--- src/rtl/core/bdd_pkg.sv ---
// Shared types, constants and a helper function for the binary to decimal digit converter.
`default_nettype none
package bdd_pkg;

  localparam int unsigned DEFAULT_VALUE_BITS = 64;
  localparam int unsigned INPUT_BITS         = 64;
  localparam int unsigned CHAR_BITS          = 6;
  localparam int unsigned BCD_BITS           = 4;
  localparam logic [CHAR_BITS-1:0] ASCII_ZERO = 6'd48;

  // Number of decimal digits in the largest value of the given width.
  function automatic int unsigned max_digits(input int unsigned bits);
    max_digits = ((bits * 1233) >> 12) + 1;
  endfunction

  typedef struct packed {
    logic load;
    logic dabble;
    logic dshift;
  } bdd_ctl_t;

  typedef enum logic [2:0] {
    ST_IDLE = 3'b001,
    ST_CONV = 3'b010,
    ST_EMIT = 3'b100
  } bdd_state_t;

endpackage
`default_nettype wire

--- src/rtl/core/bdd_dabble.sv ---
// Shift-and-add-3 datapath holding the binary shift register and the BCD digit register.
`default_nettype none
module bdd_dabble
  import bdd_pkg::*;
#(
  parameter int unsigned VALUE_BITS = DEFAULT_VALUE_BITS,
  parameter int unsigned NUM_DIGITS = max_digits(DEFAULT_VALUE_BITS)
) (
  input  wire logic                   clk,
  input  wire bdd_ctl_t               ctl,
  input  wire logic [INPUT_BITS-1:0]  load_value,
  output logic      [BCD_BITS-1:0]    top_digit
);

  localparam int unsigned BCD_W = BCD_BITS * NUM_DIGITS;

  logic [VALUE_BITS-1:0] bin_r;
  logic [BCD_W-1:0]      bcd_r;
  logic [BCD_W-1:0]      adjusted;

  always_comb begin
    for (int i = 0; i < NUM_DIGITS; i++) begin
      if (bcd_r[i*BCD_BITS +: BCD_BITS] > 4'd4) begin
        adjusted[i*BCD_BITS +: BCD_BITS] = bcd_r[i*BCD_BITS +: BCD_BITS] + 4'd3;
      end else begin
        adjusted[i*BCD_BITS +: BCD_BITS] = bcd_r[i*BCD_BITS +: BCD_BITS];
      end
    end
  end

  always_ff @(posedge clk) begin
    if (ctl.load) begin
      bin_r <= load_value[VALUE_BITS-1:0];
      bcd_r <= '0;
    end else if (ctl.dabble) begin
      bin_r <= {bin_r[VALUE_BITS-2:0], 1'b0};
      bcd_r <= {adjusted[BCD_W-2:0], bin_r[VALUE_BITS-1]};
    end else if (ctl.dshift) begin
      bcd_r <= {bcd_r[BCD_W-BCD_BITS-1:0], {BCD_BITS{1'b0}}};
    end
  end

  assign top_digit = bcd_r[BCD_W-1 -: BCD_BITS];

endmodule
`default_nettype wire

--- src/rtl/core/bdd_ctrl.sv ---
// Sequencer for conversion and digit emission, with the registered result stage.
`default_nettype none
module bdd_ctrl
  import bdd_pkg::*;
#(
  parameter int unsigned VALUE_BITS = DEFAULT_VALUE_BITS,
  parameter int unsigned NUM_DIGITS = max_digits(DEFAULT_VALUE_BITS)
) (
  input  wire logic                 clk,
  input  wire logic                 rst_n,
  input  wire logic                 in_valid,
  output logic                      in_ready,
  input  wire logic [BCD_BITS-1:0]  top_digit,
  output bdd_ctl_t                  ctl,
  output logic                      out_valid,
  input  wire logic                 out_ready,
  output logic [CHAR_BITS-1:0]      out_digit_char,
  output logic                      out_last_digit
);

  localparam int unsigned CW = $clog2(VALUE_BITS);

  bdd_state_t           state_r, state_nxt;
  logic [CW-1:0]        cnt_r, cnt_nxt;
  logic                 seen_r, seen_nxt;
  logic                 out_valid_r, out_valid_nxt;
  logic [CHAR_BITS-1:0] out_char_r, out_char_nxt;
  logic                 out_last_r, out_last_nxt;
  logic                 can_load;
  logic                 is_last;
  logic                 show;

  assign can_load = !out_valid_r || out_ready;
  assign is_last  = (cnt_r == CW'(NUM_DIGITS - 1));
  assign show     = seen_r || (top_digit != '0) || is_last;

  always_comb begin
    state_nxt     = state_r;
    cnt_nxt       = cnt_r;
    seen_nxt      = seen_r;
    out_valid_nxt = out_valid_r && !out_ready;
    out_char_nxt  = out_char_r;
    out_last_nxt  = out_last_r;
    ctl           = '0;
    in_ready      = 1'b0;
    unique case (state_r)
      ST_IDLE: begin
        in_ready = 1'b1;
        if (in_valid) begin
          ctl.load  = 1'b1;
          cnt_nxt   = '0;
          state_nxt = ST_CONV;
        end
      end
      ST_CONV: begin
        ctl.dabble = 1'b1;
        cnt_nxt    = cnt_r + 1'b1;
        if (cnt_r == CW'(VALUE_BITS - 1)) begin
          cnt_nxt   = '0;
          seen_nxt  = 1'b0;
          state_nxt = ST_EMIT;
        end
      end
      ST_EMIT: begin
        if (can_load) begin
          ctl.dshift = 1'b1;
          cnt_nxt    = cnt_r + 1'b1;
          if (show) begin
            out_valid_nxt = 1'b1;
            out_char_nxt  = ASCII_ZERO + {{(CHAR_BITS-BCD_BITS){1'b0}}, top_digit};
            out_last_nxt  = is_last;
            seen_nxt      = 1'b1;
          end
          if (is_last) begin
            state_nxt = ST_IDLE;
          end
        end
      end
      default: begin
        state_nxt = ST_IDLE;
      end
    endcase
  end

  always_ff @(posedge clk) begin
    if (!rst_n) begin
      state_r     <= ST_IDLE;
      cnt_r       <= '0;
      seen_r      <= 1'b0;
      out_valid_r <= 1'b0;
    end else begin
      state_r     <= state_nxt;
      cnt_r       <= cnt_nxt;
      seen_r      <= seen_nxt;
      out_valid_r <= out_valid_nxt;
    end
  end

  always_ff @(posedge clk) begin
    out_char_r <= out_char_nxt;
    out_last_r <= out_last_nxt;
  end

  assign out_valid      = out_valid_r;
  assign out_digit_char = out_char_r;
  assign out_last_digit = out_last_r;

endmodule
`default_nettype wire

--- src/rtl/core/binary_to_decimal_digits_top.sv ---
// Top level of the binary to decimal ASCII digit converter.
// Conversion: VALUE_BITS shift-and-add-3 steps in the shared BCD unit, then one step per
// digit position (NUM_DIGITS, 20 at 64 bits), leading zeros included but not emitted.
// Digit steps wait while the output holds an unaccepted digit. A new value is accepted
// only in idle, after the last digit position; the single BCD register allows no overlap.
// Reset (synchronous, active low) returns the sequencer to idle and empties the output.
`default_nettype none
module binary_to_decimal_digits_top
  import bdd_pkg::*;
#(
  parameter int unsigned VALUE_BITS = DEFAULT_VALUE_BITS
) (
  input  wire logic                  clk,
  input  wire logic                  rst_n,
  input  wire logic                  in_valid,
  output logic                       in_ready,
  input  wire logic [INPUT_BITS-1:0] in_binary_value,
  output logic                       out_valid,
  input  wire logic                  out_ready,
  output logic [CHAR_BITS-1:0]       out_digit_char,
  output logic                       out_last_digit
);

  localparam int unsigned NUM_DIGITS = max_digits(VALUE_BITS);

  bdd_ctl_t            ctl;
  logic [BCD_BITS-1:0] top_digit;

  bdd_dabble #(
    .VALUE_BITS (VALUE_BITS),
    .NUM_DIGITS (NUM_DIGITS)
  ) u_dabble (
    .clk        (clk),
    .ctl        (ctl),
    .load_value (in_binary_value),
    .top_digit  (top_digit)
  );

  bdd_ctrl #(
    .VALUE_BITS (VALUE_BITS),
    .NUM_DIGITS (NUM_DIGITS)
  ) u_ctrl (
    .clk            (clk),
    .rst_n          (rst_n),
    .in_valid       (in_valid),
    .in_ready       (in_ready),
    .top_digit      (top_digit),
    .ctl            (ctl),
    .out_valid      (out_valid),
    .out_ready      (out_ready),
    .out_digit_char (out_digit_char),
    .out_last_digit (out_last_digit)
  );

endmodule
`default_nettype wire

--- config.mk ---
export PLATFORM = sky130hd
export DESIGN_NAME = binary_to_decimal_digits_top
export DESIGN_NICKNAME = d
export VERILOG_FILES = /design/src/rtl/core/bdd_pkg.sv /design/src/rtl/core/bdd_dabble.sv /design/src/rtl/core/bdd_ctrl.sv /design/src/rtl/core/binary_to_decimal_digits_top.sv
export SDC_FILE = /design/constraint.sdc
export NUM_CORES = 1
export LEC_CHECK = 0
export ABC_AREA = 1
export BUFFER_PORTS_ARGS = -buffer_cell sky130_fd_sc_hd__buf_2
export CAP_MARGIN = 0
export CORE_MARGIN = 4
export CORE_UTILIZATION = 60
export CTS_BUF_LIST = sky130_fd_sc_hd__clkbuf_8 sky130_fd_sc_hd__clkbuf_16
export CTS_CLUSTER_SIZE = 20
export DETAILED_ROUTE_END_ITERATION = 12
export PLACE_DENSITY = 0.89
export SYNTH_ARGS = -nofsm -noshare
export SYNTH_HDL_FRONTEND = slang
export SYNTH_HIERARCHICAL = 1
export SYNTH_SLANG_ARGS = --single-unit
--- constraint.sdc ---
create_clock -name clk -period 4.55 [get_ports clk]
set_clock_uncertainty 0.2 [all_clocks]
set_input_delay 0.91 -clock clk [delete_from_list [all_inputs] [get_ports clk]]
set_output_delay 0.91 -clock clk [all_outputs]
set_load 0.005 [all_outputs]
==> qor.txt, run 1 <==
status: finished clean
crit path max fanout: 49
floorplan row count: 45
slew of the pin with the lowest slew margin: 1.09 ns
CP Capture Type: flop
number of unique standard cell types used by synthesis: 31
H-Tree Depth: 4
Wirelength per Cell: 12.6 microns
Lkg Pwr: 0.00482 uW
width of the chip: 134 microns
CTS tree: yes
number of instances in the synthesized netlist: 1365
Syn Area/Cell: 6.93 sq um
portion of the clock cycle consumed by the worst path in the final layout: 61.3%
Final Max Slew Viols: 0
sequential area share after synthesis: 41.2%
Required @ worst endpoint: 4.69 ns
most frequent cells in the layout: nand2_1 (514), inv_1 (148), nand3_1 (105)
aggregate negative setup slack: 0 ns
Placed Cells incl. Taps: 1584
Tightest Hold Check Type: reg2reg
total power density per cell area: 424 mW/mm^2
kind of cell adding the most delay to the critical path: buffers and inverters
worst hold path depth: 2
Reg2Reg Launch Point: u_ctrl/state_r[1]$_SDFFE_PN0P_
clock latency of the later-clocked register in the worst-skew pair: 0.42 ns
critical path class: in2reg
final count of negative-setup-slack endpoints: 0
endpoint arrival time on the critical path: 2.93 ns
crit path max-delay cell type: nor2_1
clock transition at the registers of the reported paths: 0.07 ns
IR drop worst, VDD: 0.000361 V
Core ar.: 0.0153 sq mm
Syn Std Cell Area: 0.00946 sq mm
share of total power in the clock network: 31.4%
Layout Cells excl Fill: 1616
nature of the critical path startpoint: input port
hold-fix buffer count after cts: 0
clock root buffer: clkbuf_16
detailed-route vias per instance: 5.40
Max Cap Viol: 0
sink count of the clock tree: 160
count of port buffers added during placement: 74
fraction of layout instances using a drive strength above 1: 9.89%
beginning of the worst hold path: u_dabble/bcd_r[43]$_SDFFE_PP0P_
post-cts resize count: 0
cell-by-cell listing of the critical path: buf_2 > nor2_2 > nor2_1 > inv_1 > buf_4 > o21ai_0 > nand2_1 > a21oi_1
routed wire length: 20300 microns
nets: 1500
buffers inserted by post-CTS timing repair: 0
grt ovf: 0
shortest period the worst path allows: 2.79 ns
number of vias after detailed routing: 8726
most common library cell in the layout ignoring fill and taps: nand2_1
hpwl dp: 12400 microns
sequential share of power: 44.2%
Design Power: 4370 uW
global routing usage summed across all routing layers: 22.9%
relative contribution of combinational cells to total power: 24.4%
critical path startpoint: out_ready
final design utilization: 67.3%
number of buffers created by CTS: 17
First-pass DRT Iterations: 5
Reg2Reg Depth: 8
normalized max-slew margin: 27.6%
number of primary I/O pins: 77
via count of the first global-routing pass: 7982
Layout Area Growth over Synthesis: 8.90%
total net switching power: 1470 uW
Cell Int Power: 2900 uW
initial core utilization: 61.8%
Initial DRC Count: 772
Final ANT Viol Nets: 0
Syn. warnings: 6
first-pass GRT wire length: 35000 microns
setup repair after global routing missed its margin: no
Final GP Congestion: 0.832
crit-path max cell delay: 0.65 ns
maximum number of buffers from clock root to sink: 2
CP Depth: 8
number of antenna repair diodes: 0
number of antenna violations at the first check in global routing: 0
die area: 0.0178 sq mm
number of synthesized register bits: 160
Max Clock Freq: 359 MHz
DIE HEIGHT: 134 microns
# DRC: 0
total buffers and inverters traversed by the critical path: 3
switching part of the total: 33.7%
largest net degree at the start of global routing: 113
Final Hold Fails: 0
-- final timing paths --
check / end / slack, ns
hold / removal: u_dabble/bcd_r[43]$_SDFFE_PP0P_ / 0.28
setup / recovery: u_dabble/bcd_r[15]$_SDFFE_PP0P_ / 1.76
hold reg to reg: u_dabble/bcd_r[43]$_SDFFE_PP0P_ / 0.28
setup reg to reg: u_dabble/bcd_r[15]$_SDFFE_PP0P_ / 1.77
-- layout make-up --
class / count / area [sq um]
Inverter: 155 / 586
Clock buffer: 17 / 425
Timing Repair Buffer: 82 / 443
Fill cell: 1245 / 5010
Multi-Input combinational cell: 976 / 4560
Tap cell: 211 / 264
Sequential cell: 160 / 3890
Clock inverter: 15 / 135
-- layer usage --
| layer | up-vias | routed length (microns) | share of wire, % | global-route usage [%] |
|---|---|---|---|---|
| met5 | - | 0 | 0 | 0 |
| met4 | 0 | 245 | 1.2 | 6.00 |
| met3 | 25 | 1350 | 6.6 | 4.95 |
| met2 | 306 | 9600 | 47 | 37.8 |
| met1 | 3988 | 9140 | 45 | 30.6 |
| li1 | 4407 | - | - | - |
-- kinds of logic (layout without fill, tap and decap cells) --
logic type / Yosys count / count (layout) / synth area share, %
AO/OA/AOI/OAI: 237 / 237 / 12.8
flip-flops: 160 / 160 / 41.2
other: 1 / 2 / 0.0396
XOR/XNOR: 2 / 2 / 0.185
adder cells (fa/ha/maj): 40 / 40 / 5.29
buffers and inverters: 230 / 269 / 10.8
AND/OR/NAND/NOR: 695 / 695 / 29.7
-- through the flow --
| stage | setup WS (ns) | hold slack [ns] | area (sq um) |
|---|---|---|---|
| final | 1.76 | 0.278 | 10300 |
| after CTS | 1.83 | 0.283 | 10300 |
| after detailed placement | 1.43 | 0.264 | 9740 |
| after global routing | 1.56 | 0.307 | 10300 |
| after floorplan | 0.962 | 0.229 | 9470 |
| after global placement | 1.48 | 0.251 | 9740 |
-- cells in the mapped netlist, drive strengths merged --
cell,number,area [sq um]
a21oi,91,459
a31oi,3,18.8
buf,44,313
clkbuf,31,126
clkinv,1,5.00
conb,1,3.75
dfxtp,91,1820
edfxtp,69,2070
ha,40,500
inv,154,581
nand2,520,1960
nand3,106,536
nand4,3,18.8
nor2,64,278
nor3,1,10.0
o211ai,6,45.0
o21ai,137,686
or2,1,6.26
xor2,2,17.5
-- tightest hold or removal path: stages (launching register included) --
cell	delay (ns)
dfxtp_1	0.32
nand2_1	0.06
a21oi_1	0.05
-- power by group through the flow --
stage,Sequential (uW),Clock [uW],Combinational [uW]
global placement,1940,0,1000
finish,1930,1370,1070
CTS,1930,1390,1060
floorplan,1890,0,893
global route,1960,1440,1250
detailed placement,1950,0,1050
-- registers in the layout, summed over array words and instances, names as in the netlist --
name                   count
u_ctrl/out_digit_char      4
u_dabble/bcd_r            80
u_ctrl/seen_r              1
u_dabble/bin_r            64
u_ctrl/cnt_r               6
u_ctrl/out_last_digit      1
u_ctrl/out_valid           1
u_ctrl/state_r             3
No activity file was read; power rests on OpenSTA's default activity.
==> run 2, diff against run 1 <==
clock period = 2.6 ns   (was 4.55 ns; I/O delays follow)
==> run 2 against run 1 <==
Non-clock buffer count rose by 6. Highest routed layer unchanged. Wire length rose by 2.5%. Largest power group unchanged. Sequential share of layout area fell by 0.43 points.
==> qor.txt, run 2 (synthesized netlist as in run 1, its figures left out) <==
status: finished clean
number of vias after detailed routing: 8853
maximum number of buffers from clock root to sink: 2
grt ovf: 0
final count of negative-setup-slack endpoints: 0
sink count of the clock tree: 160
CTS tree: yes
width of the chip: 134 microns
crit path max fanout: 60
end point of the critical path: u_dabble/bcd_r[35]$_SDFFE_PP0P_
Regs by FF count: u_dabble/bcd_r x80, u_dabble/bin_r x64, u_ctrl/cnt_r x6
endpoint of the worst-slack reg-to-reg timing path: u_dabble/bcd_r[35]$_SDFFE_PP0P_
floorplan row count: 45
sequential cell area in the final layout: 0.00389 sq mm
register ranked first by flip-flop count: u_dabble/bcd_r
portion of the clock cycle consumed by the worst path in the final layout: 88.6%
Reg2Reg Launch Point: u_ctrl/state_r[1]$_SDFFE_PN0P_
cell-by-cell listing of the critical path: nor2_2 > nand2_2 > nor2_1 > inv_1 > buf_12 > o21ai_0 > nand2_1 > a21oi_1
Final GP Congestion: 0.840
global routing usage summed across all routing layers: 23.6%
aggregate negative setup slack: 0 ns
total area of multi-input combinational cells: 0.00456 sq mm
clock transition at the registers of the reported paths: 0.06 ns
Reg2Reg Depth: 8
Design Power: 7760 uW
number of antenna violations at the first check in global routing: 0
shortest period the worst path allows: 2.30 ns
die area: 0.0178 sq mm
met1 routed wirelength after detailed routing: 9120 microns
Final ANT Viol Nets: 0
number of antenna repair diodes: 0
total buffers and inverters traversed by the critical path: 2
nets: 1506
H-Tree Depth: 4
critical path startpoint: u_ctrl/state_r[1]$_SDFFE_PN0P_
# DRC: 0
total length of routed met2 wires: 10100 microns
First-pass DRT Iterations: 7
most common library cell in the layout ignoring fill and taps: nand2_1
Lkg Pwr: 0.00488 uW
final design utilization: 68.0%
internal reg-to-reg setup slack: 0.30 ns
CP Depth: 8
setup repair after global routing missed its margin: no
total power density per cell area: 745 mW/mm^2
Wirelength per Cell: 12.9 microns
Highest Signal Layer: met4
IR drop worst, VDD: 0.000455 V
Required @ worst endpoint: 2.75 ns
detailed-route vias per instance: 5.46
Max Cap Viol: 0
Final Max Slew Viols: 0
Max Clock Freq: 434 MHz
number of flip-flops under the largest register name: 80
relative contribution of combinational cells to total power: 24.8%
Cell Int Power: 5180 uW
fraction of layout instances using a drive strength above 1: 10.3%
Initial DRC Count: 916
buffers inserted by post-CTS timing repair: 0
most frequent cells in the layout: nand2_1 (514), inv_1 (148), nand3_1 (105)
Fill cells: 1222
nature of the critical path startpoint: flop
hold-fix buffer count after cts: 0
post-cts resize count: 0
routed wire length: 20900 microns
clock latency of the later-clocked register in the worst-skew pair: 0.42 ns
hpwl dp: 13100 microns
endpoint arrival time on the critical path: 2.46 ns
number of buffers created by CTS: 17
switching part of the total: 33.2%
DIE HEIGHT: 134 microns
total net switching power: 2580 uW
crit-path max cell delay: 0.59 ns
CP Capture Type: flop
first-pass GRT wire length: 36000 microns
crit path max-delay cell type: nor2_1
sequential share of power: 43.5%
Final Hold Fails: 0
Layout Area Growth over Synthesis: 10.1%
Core ar.: 0.0153 sq mm
slew of the pin with the lowest slew margin: 0.747 ns
normalized max-slew margin: 50.0%
post-route setup slack: 0.296 ns
initial core utilization: 61.8%
via count of the first global-routing pass: 8211
kind of cell adding the most delay to the critical path: simple AND/OR/NAND/NOR gates
setup slack at placement: 0.281 ns
met3 WL post-DR: 1410 microns
critical path class: reg2reg
number of primary I/O pins: 77
count of port buffers added during placement: 74
Tightest Hold Check Type: in2reg
largest net degree at the start of global routing: 113
clock root buffer: clkbuf_16
share of total power in the clock network: 31.7%
run 2: cell type report:
cell class | instances | share of cell area, %
Multi-Input combinational cell | 976 | 43.7
Inverter | 155 | 5.62
Clock buffer | 17 | 4.08
Timing Repair Buffer | 88 | 5.16
Tap cell | 211 | 2.53
Sequential cell | 160 | 37.4
Clock inverter | 15 | 1.51
run 2: how the worst min path moves through the flow:
stage	start	endpoint	slack, ns	cells past startpoint
after CTS	rst_n	u_ctrl/state_r[0]$_SDFFE_PN1P_	0.11	2
after global placement	u_ctrl/seen_r$_SDFFE_PN0P_	u_ctrl/seen_r$_SDFFE_PN0P_	0.25	2
after detailed placement	u_ctrl/seen_r$_SDFFE_PN0P_	u_ctrl/seen_r$_SDFFE_PN0P_	0.26	2
final	rst_n	u_ctrl/state_r[0]$_SDFFE_PN1P_	0.13	2
after floorplan	u_ctrl/seen_r$_SDFFE_PN0P_	u_ctrl/seen_r$_SDFFE_PN0P_	0.23	2
after global routing	rst_n	u_ctrl/state_r[0]$_SDFFE_PN1P_	0.13	2
run 2: worst register-to-register path, stage by stage (launching register included):
cell and delay, ns:
dfxtp_1 0.35, nor2_2 0.15, nand2_2 0.11, nor2_1 0.59, inv_1 0.18, buf_12 0.24, o21ai_0 0.23, nand2_1 0.08
a21oi_1 0.12
run 2: layer usage:
metal / global-route usage, % / vias to the layer above
li1: - / 4422
met1: 30.1 / 4053
met2: 40.5 / 350
met3: 4.95 / 28
met4: 7.14 / 0
met5: 0 / -
run 2: power groups by stage:
stage | logic [uW] | clock network [uW] | registers [uW]
after floorplan | 1560 | 0 | 3300
after global placement | 1780 | 0 | 3400
after detailed placement | 1880 | 0 | 3420
after CTS | 1910 | 2500 | 3370
after global routing | 2240 | 2600 | 3420
final | 1920 | 2460 | 3380
run 2: metrics by stage:
| stage | instance area [sq um] | cells | hold WS, ns |
|---|---|---|---|
| floorplan | 9470 | 1366 | 0.229 |
| global placement | 9840 | 1590 | 0.253 |
| detailed placement | 9840 | 1590 | 0.263 |
| CTS | 10400 | 1622 | 0.111 |
| global route | 10400 | 1622 | 0.135 |
| finish | 10400 | 1622 | 0.130 |
